===== src/acic_pkg.sv =====
// ----------------------------------------------------------------------------
// acic_pkg
// Shared types, constants and coinage tables of the custom I/O credit unit.
// ----------------------------------------------------------------------------
package acic_pkg;

  localparam int CREDIT_W        = 7;
  localparam int MAX_CREDITS_DEF = 99;
  localparam int SHOW_LIMIT      = 99;

  // access kinds
  localparam logic CMD_READ  = 1'b0;
  localparam logic CMD_WRITE = 1'b1;

  // chip selects
  localparam logic CHIP_ONE = 1'b0;
  localparam logic CHIP_TWO = 1'b1;

  // chip modes held in the mode register
  localparam logic [7:0] MODE_CREDIT = 8'd4;
  localparam logic [7:0] MODE_TEST   = 8'd8;
  localparam logic [7:0] MODE_SWITCH = 8'd9;

  // register offsets
  localparam logic [3:0] OFF_TENS    = 4'd0;
  localparam logic [3:0] OFF_UNITS   = 4'd1;
  localparam logic [3:0] OFF_PB_HI   = 4'd1;
  localparam logic [3:0] OFF_ZERO    = 4'd2;
  localparam logic [3:0] OFF_PA_LO   = 4'd3;
  localparam logic [3:0] OFF_JOY     = 4'd4;
  localparam logic [3:0] OFF_PA_HI   = 4'd4;
  localparam logic [3:0] OFF_FIRE    = 4'd5;
  localparam logic [3:0] OFF_FILL_LO = 4'd6;
  localparam logic [3:0] OFF_FILL_HI = 4'd7;
  localparam logic [3:0] OFF_MODE    = 4'd8;
  localparam logic [3:0] OFF_TEST_LO = 4'd9;

  localparam logic [7:0] NIBBLE_MASK = 8'h0f;
  localparam logic [7:0] FILL_VALUE  = 8'h0f;

  // commands from the controller to the datapath
  typedef struct packed {
    logic load_in;  // capture the accepted request
    logic exec;     // decode, update state, stage the result
    logic finish;   // load the result register
  } acic_cmd_t;

  // coinage tables, indexed by port 1 bits 2:0
  function automatic logic [2:0] coin_num(input logic [2:0] sel);
    logic [2:0] n;
    case (sel)
      3'd0:    n = 3'd1;
      3'd1:    n = 3'd2;
      3'd2:    n = 3'd3;
      3'd3:    n = 3'd6;
      3'd4:    n = 3'd7;
      3'd5:    n = 3'd1;
      3'd6:    n = 3'd3;
      default: n = 3'd1;
    endcase
    return n;
  endfunction

  function automatic logic [1:0] coin_den(input logic [2:0] sel);
    logic [1:0] d;
    case (sel)
      3'd5:    d = 2'd2;
      3'd6:    d = 2'd2;
      3'd7:    d = 2'd3;
      default: d = 2'd1;
    endcase
    return d;
  endfunction

endpackage


===== src/arcade_custom_io_credit_unit.sv =====
// An accepted request is captured, then executed, then finished into the
//   result register by the controller's execute and finish steps; a new
//   request is taken during the finish step.
// A stalled result holds its register and blocks the next finish step.
// Reset (synchronous) clears both chips' registers, the credit count and the
//   coin, start and fire latches, and drops out_valid.
// ----------------------------------------------------------------------------
// arcade_custom_io_credit_unit
// Two custom I/O chips with coin credit counting, behind a request handshake.
// ----------------------------------------------------------------------------
module arcade_custom_io_credit_unit
  import acic_pkg::*;
#(
  parameter int MAX_CREDITS = MAX_CREDITS_DEF
) (
  input  logic       clk,
  input  logic       rst,
  input  logic       in_valid,
  output logic       in_ready,
  input  logic       command,
  input  logic       chip_select,
  input  logic [3:0] reg_offset,
  input  logic [7:0] write_data,
  input  logic [7:0] switch_port_a,
  input  logic [7:0] switch_port_b,
  input  logic [7:0] switch_port_c,
  input  logic [7:0] switch_port_d,
  output logic       out_valid,
  input  logic       out_ready,
  output logic [7:0] read_data
);

  acic_cmd_t cmd;

  acic_ctrl u_ctrl (
    .clk       (clk),
    .rst       (rst),
    .in_valid  (in_valid),
    .in_ready  (in_ready),
    .out_valid (out_valid),
    .out_ready (out_ready),
    .cmd       (cmd)
  );

  acic_dp #(
    .MAX_CREDITS (MAX_CREDITS)
  ) u_dp (
    .clk           (clk),
    .rst           (rst),
    .cmd           (cmd),
    .command       (command),
    .chip_select   (chip_select),
    .reg_offset    (reg_offset),
    .write_data    (write_data),
    .switch_port_a (switch_port_a),
    .switch_port_b (switch_port_b),
    .switch_port_c (switch_port_c),
    .switch_port_d (switch_port_d),
    .read_data     (read_data)
  );

endmodule


===== src/acic_ctrl.sv =====
// ----------------------------------------------------------------------------
// acic_ctrl
// Request sequencer: accept, execute, finish into the result register.
// ----------------------------------------------------------------------------
module acic_ctrl
  import acic_pkg::*;
(
  input  logic      clk,
  input  logic      rst,
  input  logic      in_valid,
  output logic      in_ready,
  output logic      out_valid,
  input  logic      out_ready,
  output acic_cmd_t cmd
);

  typedef enum logic [1:0] {ST_IDLE, ST_EXEC, ST_FIN} state_t;

  state_t state;
  logic   fin_go;

  // result register free this cycle
  assign fin_go   = !out_valid || out_ready;
  assign in_ready = (state == ST_IDLE) || (state == ST_FIN && fin_go);

  assign cmd.load_in = in_valid && in_ready;
  assign cmd.exec    = (state == ST_EXEC);
  assign cmd.finish  = (state == ST_FIN) && fin_go;

  always_ff @(posedge clk) begin
    if (rst) begin
      state     <= ST_IDLE;
      out_valid <= 1'b0;
    end else begin
      if (cmd.finish) begin
        out_valid <= 1'b1;
      end else if (out_ready) begin
        out_valid <= 1'b0;
      end
      case (state)
        ST_IDLE: begin
          if (in_valid) state <= ST_EXEC;
        end
        ST_EXEC: begin
          state <= ST_FIN;
        end
        ST_FIN: begin
          // overlap the next request with the finish step
          if (fin_go) state <= in_valid ? ST_EXEC : ST_IDLE;
        end
        default: begin
          state <= ST_IDLE;
        end
      endcase
    end
  end

endmodule


===== src/acic_dp.sv =====
// ----------------------------------------------------------------------------
// acic_dp
// Datapath: chip registers, credit counter, latches and read formatting.
// ----------------------------------------------------------------------------
module acic_dp
  import acic_pkg::*;
#(
  parameter int MAX_CREDITS = MAX_CREDITS_DEF
) (
  input  logic       clk,
  input  logic       rst,
  input  acic_cmd_t  cmd,
  input  logic       command,
  input  logic       chip_select,
  input  logic [3:0] reg_offset,
  input  logic [7:0] write_data,
  input  logic [7:0] switch_port_a,
  input  logic [7:0] switch_port_b,
  input  logic [7:0] switch_port_c,
  input  logic [7:0] switch_port_d,
  output logic [7:0] read_data
);

  // captured request
  logic       a_cmd;
  logic       a_chip;
  logic [3:0] a_off;
  logic [7:0] a_data;
  logic [7:0] a_pa;
  logic [7:0] a_pb;
  logic [7:0] a_pc;
  logic [7:0] a_pd;

  // architectural state
  logic [7:0]          regs_one [16];
  logic [7:0]          regs_two [16];
  logic [CREDIT_W-1:0] credit;
  logic                coin_latch;
  logic                start_latch;
  logic                fire_latch;

  // staged result
  logic       b_show;
  logic       b_units;
  logic [1:0] b_den;
  logic [9:0] b_prod;
  logic [7:0] b_direct;

  // execute-step signals
  logic [7:0]          mode_one;
  logic [7:0]          mode_two;
  logic [1:0]          den;
  logic [2:0]          num;
  logic                coin;
  logic                s1;
  logic                s2;
  logic [CREDIT_W-1:0] den_one;
  logic [CREDIT_W-1:0] den_two;
  logic [CREDIT_W-1:0] c_coin;
  logic [CREDIT_W-1:0] c_s1;
  logic [CREDIT_W-1:0] c_s2;
  logic                hit1;
  logic                hit2;
  logic                start_next;
  logic                upd_credit;
  logic                clr_credit;
  logic                upd_fire;
  logic                show_next;
  logic [7:0]          direct_next;

  // finish-step signals
  logic [19:0] third;
  logic [9:0]  quot;
  logic [6:0]  shown;
  logic [3:0]  tens;
  logic [6:0]  tens_x10;
  logic [6:0]  units;

  always_ff @(posedge clk) begin
    if (cmd.load_in) begin
      a_cmd  <= command;
      a_chip <= chip_select;
      a_off  <= reg_offset;
      a_data <= write_data;
      a_pa   <= switch_port_a;
      a_pb   <= switch_port_b;
      a_pc   <= switch_port_c;
      a_pd   <= switch_port_d;
    end
  end

  assign mode_one = regs_one[OFF_MODE];
  assign mode_two = regs_two[OFF_MODE];
  assign den      = coin_den(a_pb[2:0]);
  assign num      = coin_num(a_pb[2:0]);
  assign coin     = a_pd[0];
  assign s1       = a_pd[4];
  assign s2       = a_pd[5];
  assign den_one  = {{(CREDIT_W-2){1'b0}}, den};
  assign den_two  = {{(CREDIT_W-3){1'b0}}, den, 1'b0};

  // coin edge, then single start, then double start
  always_comb begin
    if (coin && !coin_latch && credit < CREDIT_W'(MAX_CREDITS)) begin
      c_coin = credit + CREDIT_W'(1);
    end else begin
      c_coin = credit;
    end
    hit1 = s1 && !start_latch && (c_coin >= den_one);
    c_s1 = hit1 ? c_coin - den_one : c_coin;
    hit2 = s2 && !start_latch && !hit1 && (c_s1 >= den_two);
    c_s2 = hit2 ? c_s1 - den_two : c_s1;
    start_next = (s1 || s2) && (start_latch || hit1 || hit2);
  end

  always_comb begin
    upd_credit  = 1'b0;
    clr_credit  = 1'b0;
    upd_fire    = 1'b0;
    show_next   = 1'b0;
    direct_next = 8'd0;
    if (a_cmd == CMD_READ) begin
      if (a_chip == CHIP_ONE) begin
        if (mode_one == MODE_CREDIT) begin
          case (a_off)
            OFF_TENS, OFF_UNITS: begin
              upd_credit = 1'b1;
              show_next  = 1'b1;
            end
            OFF_JOY: begin
              direct_next = a_pc & NIBBLE_MASK;
            end
            OFF_FIRE: begin
              upd_fire    = 1'b1;
              direct_next = {4'd0, a_pc[7:5], a_pc[4] | (a_pc[5] & !fire_latch)};
            end
            OFF_FILL_LO, OFF_FILL_HI: begin
              direct_next = FILL_VALUE;
            end
            default: begin
              direct_next = regs_one[a_off];
            end
          endcase
        end else begin
          clr_credit  = (mode_one == MODE_TEST);
          direct_next = (clr_credit && a_off >= OFF_TEST_LO) ? 8'd0 : regs_one[a_off];
        end
      end else begin
        if (mode_two == MODE_SWITCH) begin
          case (a_off)
            OFF_TENS:  direct_next = a_pb & NIBBLE_MASK;
            OFF_PB_HI: direct_next = {4'd0, a_pb[7:4]};
            OFF_PA_LO: direct_next = a_pa & NIBBLE_MASK;
            OFF_PA_HI: direct_next = {4'd0, a_pa[7:4]};
            OFF_ZERO, OFF_FIRE, OFF_FILL_LO, OFF_FILL_HI: direct_next = 8'd0;
            default:   direct_next = regs_two[a_off];
          endcase
        end else begin
          clr_credit  = (mode_two == MODE_TEST);
          direct_next = (clr_credit && a_off >= OFF_TEST_LO) ? 8'd0 : regs_two[a_off];
        end
      end
    end
  end

  always_ff @(posedge clk) begin
    if (rst) begin
      for (int i = 0; i < 16; i++) begin
        regs_one[i] <= 8'd0;
        regs_two[i] <= 8'd0;
      end
      credit      <= '0;
      coin_latch  <= 1'b0;
      start_latch <= 1'b0;
      fire_latch  <= 1'b0;
    end else if (cmd.exec) begin
      if (a_cmd == CMD_WRITE) begin
        if (a_chip == CHIP_TWO) begin
          regs_two[a_off] <= a_data;
        end else begin
          regs_one[a_off] <= a_data;
        end
      end
      if (upd_credit) begin
        credit      <= c_s2;
        coin_latch  <= coin;
        start_latch <= start_next;
      end
      if (clr_credit) credit <= '0;
      if (upd_fire) fire_latch <= a_pc[5];
    end
  end

  always_ff @(posedge clk) begin
    if (cmd.exec) begin
      b_show   <= show_next;
      b_units  <= a_off[0];
      b_den    <= den;
      b_prod   <= {3'd0, c_s2} * {7'd0, num};
      b_direct <= direct_next;
    end
  end

  // divide by the coinage denominator; thirds by reciprocal (exact below 694)
  assign third = {10'd0, b_prod} * 20'd683;

  always_comb begin
    case (b_den)
      2'd2:    quot = {1'b0, b_prod[9:1]};
      2'd3:    quot = {1'b0, third[19:11]};
      default: quot = b_prod;
    endcase
    shown = (quot > 10'(SHOW_LIMIT)) ? 7'(SHOW_LIMIT) : quot[6:0];
    tens  = 4'd0;
    for (int k = 1; k <= 9; k++) begin
      if (shown >= 7'(k * 10)) tens = 4'(k);
    end
    // ten times tens as eight times plus two times
    tens_x10 = {tens, 3'd0} + {2'd0, tens, 1'b0};
    units    = shown - tens_x10;
  end

  always_ff @(posedge clk) begin
    if (cmd.finish) begin
      if (b_show) begin
        read_data <= b_units ? {1'b0, units} : {4'd0, tens};
      end else begin
        read_data <= b_direct;
      end
    end
  end

endmodule


===== config.mk =====
export PLATFORM = sky130hd
export DESIGN_NAME = arcade_custom_io_credit_unit
export DESIGN_NICKNAME = d
export VERILOG_FILES = /design/src/acic_pkg.sv /design/src/arcade_custom_io_credit_unit.sv /design/src/acic_ctrl.sv /design/src/acic_dp.sv
export SDC_FILE = /design/constraint.sdc
export NUM_CORES = 1
export LEC_CHECK = 0
export BUFFER_PORTS_ARGS = -buffer_cell sky130_fd_sc_hd__buf_4
export CORE_MARGIN = 2
export CORE_UTILIZATION = 47
export DETAILED_ROUTE_END_ITERATION = 6
export HOLD_SLACK_MARGIN = 0.08
export PLACE_DENSITY = 0.66
export SLEW_MARGIN = 20
export SYNTH_ARGS = -nofsm -noshare
export SYNTH_HDL_FRONTEND = slang
export SYNTH_HIERARCHICAL = 1
export SYNTH_SLANG_ARGS = --single-unit

===== constraint.sdc =====
create_clock -name clk -period 9.05 [get_ports clk]
set_input_delay 1.81 -clock clk [delete_from_list [all_inputs] [get_ports clk]]
set_output_delay 1.81 -clock clk [all_outputs]
set_load 0.01 [all_outputs]

==> impl_results.md <==
* Pleak at just over 0.008 uW
* Fin. Hold Viols at 0
* PD cells at 231 nW/um^2
* Count leader, synth: edfxtp_1
* Syn avg cell area at roughly 13 um^2
* R2R setup slack at between 1 and 1.5 ns
* Tcrit/Tclk final at 84.9%
* Max-Cap Viols at 0
* PortBufs at 54
* Final non-filler cell total at between 2000 and 2500
* Num CTS Buffers at 38
* Total clock sinks at about 340
* Worst Path Required at around 9.3 ns
* Worst Hold Class: flip-flop to flip-flop
* CTS max path bufs at 3
* Worst slew margin at between 30% and 40%
* Diodes inserted at 0
* Die Span X at ~210 um
* Die ar. at around 42000 um^2
* Area contributors post-synth: edfxtp_1 (51%), and2_1 (8.6%), mux4_2 (8.6%)
* CTS tree: built
* Clock power share at 30.2%
* Drt total wl at 44700 um
* FP Rows at 73
* Syn Inst Count at about 1500
* RSZ-0062 raised after global routing: no
* Setup bufs post-CTS at 0
* Finish-stage setup viols at 0
* Worst EP arrival at slightly below 8 ns
* H-tree Lvls at 2
* Root Buffer: clkbuf_16
* Post-Syn Area at about 19000 um^2
* Top cells by count, synth: edfxtp_1 (327), and2_1 (263), nor2_1 (92)
* Dpl cells at between 2000 and 2500
* Status: complete, no violations
* Largest net degree at the start of global routing at 52
* Skew final at 0.0218 ns
* Peak VDD IR at 0.000158 V
* Cts repair resizes at 0
* Drt wl/cell at 21.5 um
* Pins Over Slew Limit at 0
* Commonest register cell after synthesis: edfxtp_1
* Starting Density at 47.8%
* Internal power at 3310 uW
* Clock-pin slew on the worst setup and hold paths at 0.06 ns
* Power share of the combinational group at 31.8%
* Die Ht at ~210 um
* Syn Nets at between 1500 and 2000
* Max frequency at about 130 MHz
* Register area share after synthesis at a little over half
* Crit. End Element: flip-flop
* DP Wirelength at slightly above 30000 um
* Sw power at approximately 1600 uW
* First-pass GRT wire length at 69500 um
* Area of the multi-input gates at 8310 um^2
* Core area at roughly 40000 um^2
* GP Congestion at 0.887
* Layout Area Growth over Synthesis at 11.3%
* Final #Nets at roughly 1700
* Routed vias at between 10000 and 15000
* Minimum clock period at around 7.7 ns
* GRT Total Usage at around 22%
* Register area at 10200 um^2
* # DRC at 0
* Drt pass-1 iters at 5
* Post-synth top area share at a little over 50%
* I/O pin count at 60
* Switching share of power at 32.7%
* Initial DRC count at 1112
* Clk Latency, worst-skew pair at approximately 0.54 ns
* Vias per Instance at 5.71
* Fill count at 3321
* Layout cells sized above 1 at between 15 and 20%
* Setup total negative slack at 0 ns
* CTS Hold Bufs at 0
* Async SR Flop Fraction at 0%
* Yosys reg bits at 344
* Vias in the first global route at between 10000 and 15000
* Kind of critical path: flip-flop to flip-flop
* Setup crit start kind: flip-flop
* Post-route ant nets at 0
* Yosys top cell by area: edfxtp_1
* GR Overflow Total at 0
* Synth warn at 6
* Initial antenna violation count at 1
* Yosys cell types at 87
* Crit path max fanout at 6
* Flop pwr share at about 38%
* Post-synth EDFFs at roughly 330
* Worst slew pin tran at between 1 and 1.5 ns
through the flow:
step	hold slack [ns]	setup WS, ns	utilization (%)	instance area, um^2	power, uW
2_1_floorplan	0.424	2.35	-	19100	3070
3_3_place_gp	0.472	1.58	49.9	19900	3410
3_5_place_dp	0.476	1.48	49.9	19900	3440
4_1_cts	0.480	1.46	52.9	21100	4930
5_1_grt	0.532	0.977	53.2	21200	5220
6_report	0.478	1.37	53.2	21200	4910
sequential cells by signal, indices dropped and copies added, names as in the netlist, 2 cells and up, named ones only:
register and count:
u_dp/a_pb 8, u_dp/read_data 8, u_dp/a_off 4, u_dp/b_prod 10, u_dp/b_direct 8, u_dp/regs_one 128, u_ctrl/state 2, u_dp/regs_two 128
u_dp/a_data 8, u_dp/a_pd 3, u_dp/a_pc 8, u_dp/a_pa 8, u_dp/credit 7, u_dp/b_den 2
cell type report:
type	count	share of cell area, %
inverter	85	1.50
timing repair buffer	68	2.73
sequential	344	47.9
tap	525	3.09
multi-input combinational	987	39.1
clock inverter	25	1.03
clock buffer	43	4.61
cell usage in the layout, fill, tap and decap left out, drive strengths merged, types with 5 or more instances in the layout:
cell type  count
nand2         55
a211oi        16
nand3         24
mux4          73
or2           39
inv           86
o211ai         7
ha            80
a22oi         10
buf           68
nor2b         17
xor2           8
mux2           8
nor4           6
and3           6
nor3b          5
o31ai          5
dfxtp         17
xnor2         19
a21oi         49
and2         266
nand2b        14
o22ai          6
clkinv        19
nor3          16
mux2i         23
o21ai         25
a31oi          9
a21o           8
nand4          7
clkbuf        43
fa            32
nor2          93
edfxtp       327
per-layer routing:
metal | GRT usage, % | wire (um)
met1 | 30.5 | 19500
met2 | 35.4 | 21200
met3 | 3.37 | 2750
met4 | 7.19 | 1160
met5 | 0 | 13
kinds of logic after synthesis:
family                   count (synthesis)  synth area share (%)
AND/OR/NAND/NOR                        565                  16.8
flip-flops                             344                  53.3
AO/OA/AOI/OAI                          178                  6.37
buffers and inverters                  159                  3.21
adder cells (fa/ha/maj)                113                  8.66
multiplexers                           104                  10.4
XOR/XNOR                                27                  1.28
critical path, stage by stage (launching register included):
cell and delay, ns:
edfxtp_1 0.54, ha_1 0.36, ha_1 0.33, fa_1 0.51, fa_1 0.51, inv_1 0.05
fa_1 0.49, inv_1 0.04, ha_1 0.33, a21oi_1 0.27, o211ai_1 0.21, o31ai_1 0.32
xnor2_1 0.11, a222oi_1 0.63, inv_1 0.20, a41oi_1 0.34, o2111a_1 0.27, a21oi_1 0.08
fa_1 0.51, inv_1 0.04, ha_1 0.34, a21oi_1 0.22, o21ai_0 0.13, a21oi_1 0.19
xnor2_1 0.15, xnor2_1 0.15, o2bb2ai_1 0.08
worst paths after layout:
| check | from | end | cells past startpoint |
|---|---|---|---|
| max | u_dp/b_prod[6] | u_dp/read_data[6] | 26 |
| min | u_dp/coin_latch | u_dp/coin_latch | 2 |
| max reg2reg | u_dp/b_prod[6] | u_dp/read_data[6] | 26 |
| min reg2reg | u_dp/coin_latch | u_dp/coin_latch | 2 |
power by group through the flow:
stage               Combinational (uW)  Sequential [uW]  Clock, uW
finish                            1560             1870       1480
CTS                               1540             1880       1510
detailed placement                1530             1910          0
floorplan                         1210             1860          0
global placement                  1500             1910          0
global route                      1770             1870       1570
Power figures use the tool's default switching activity.
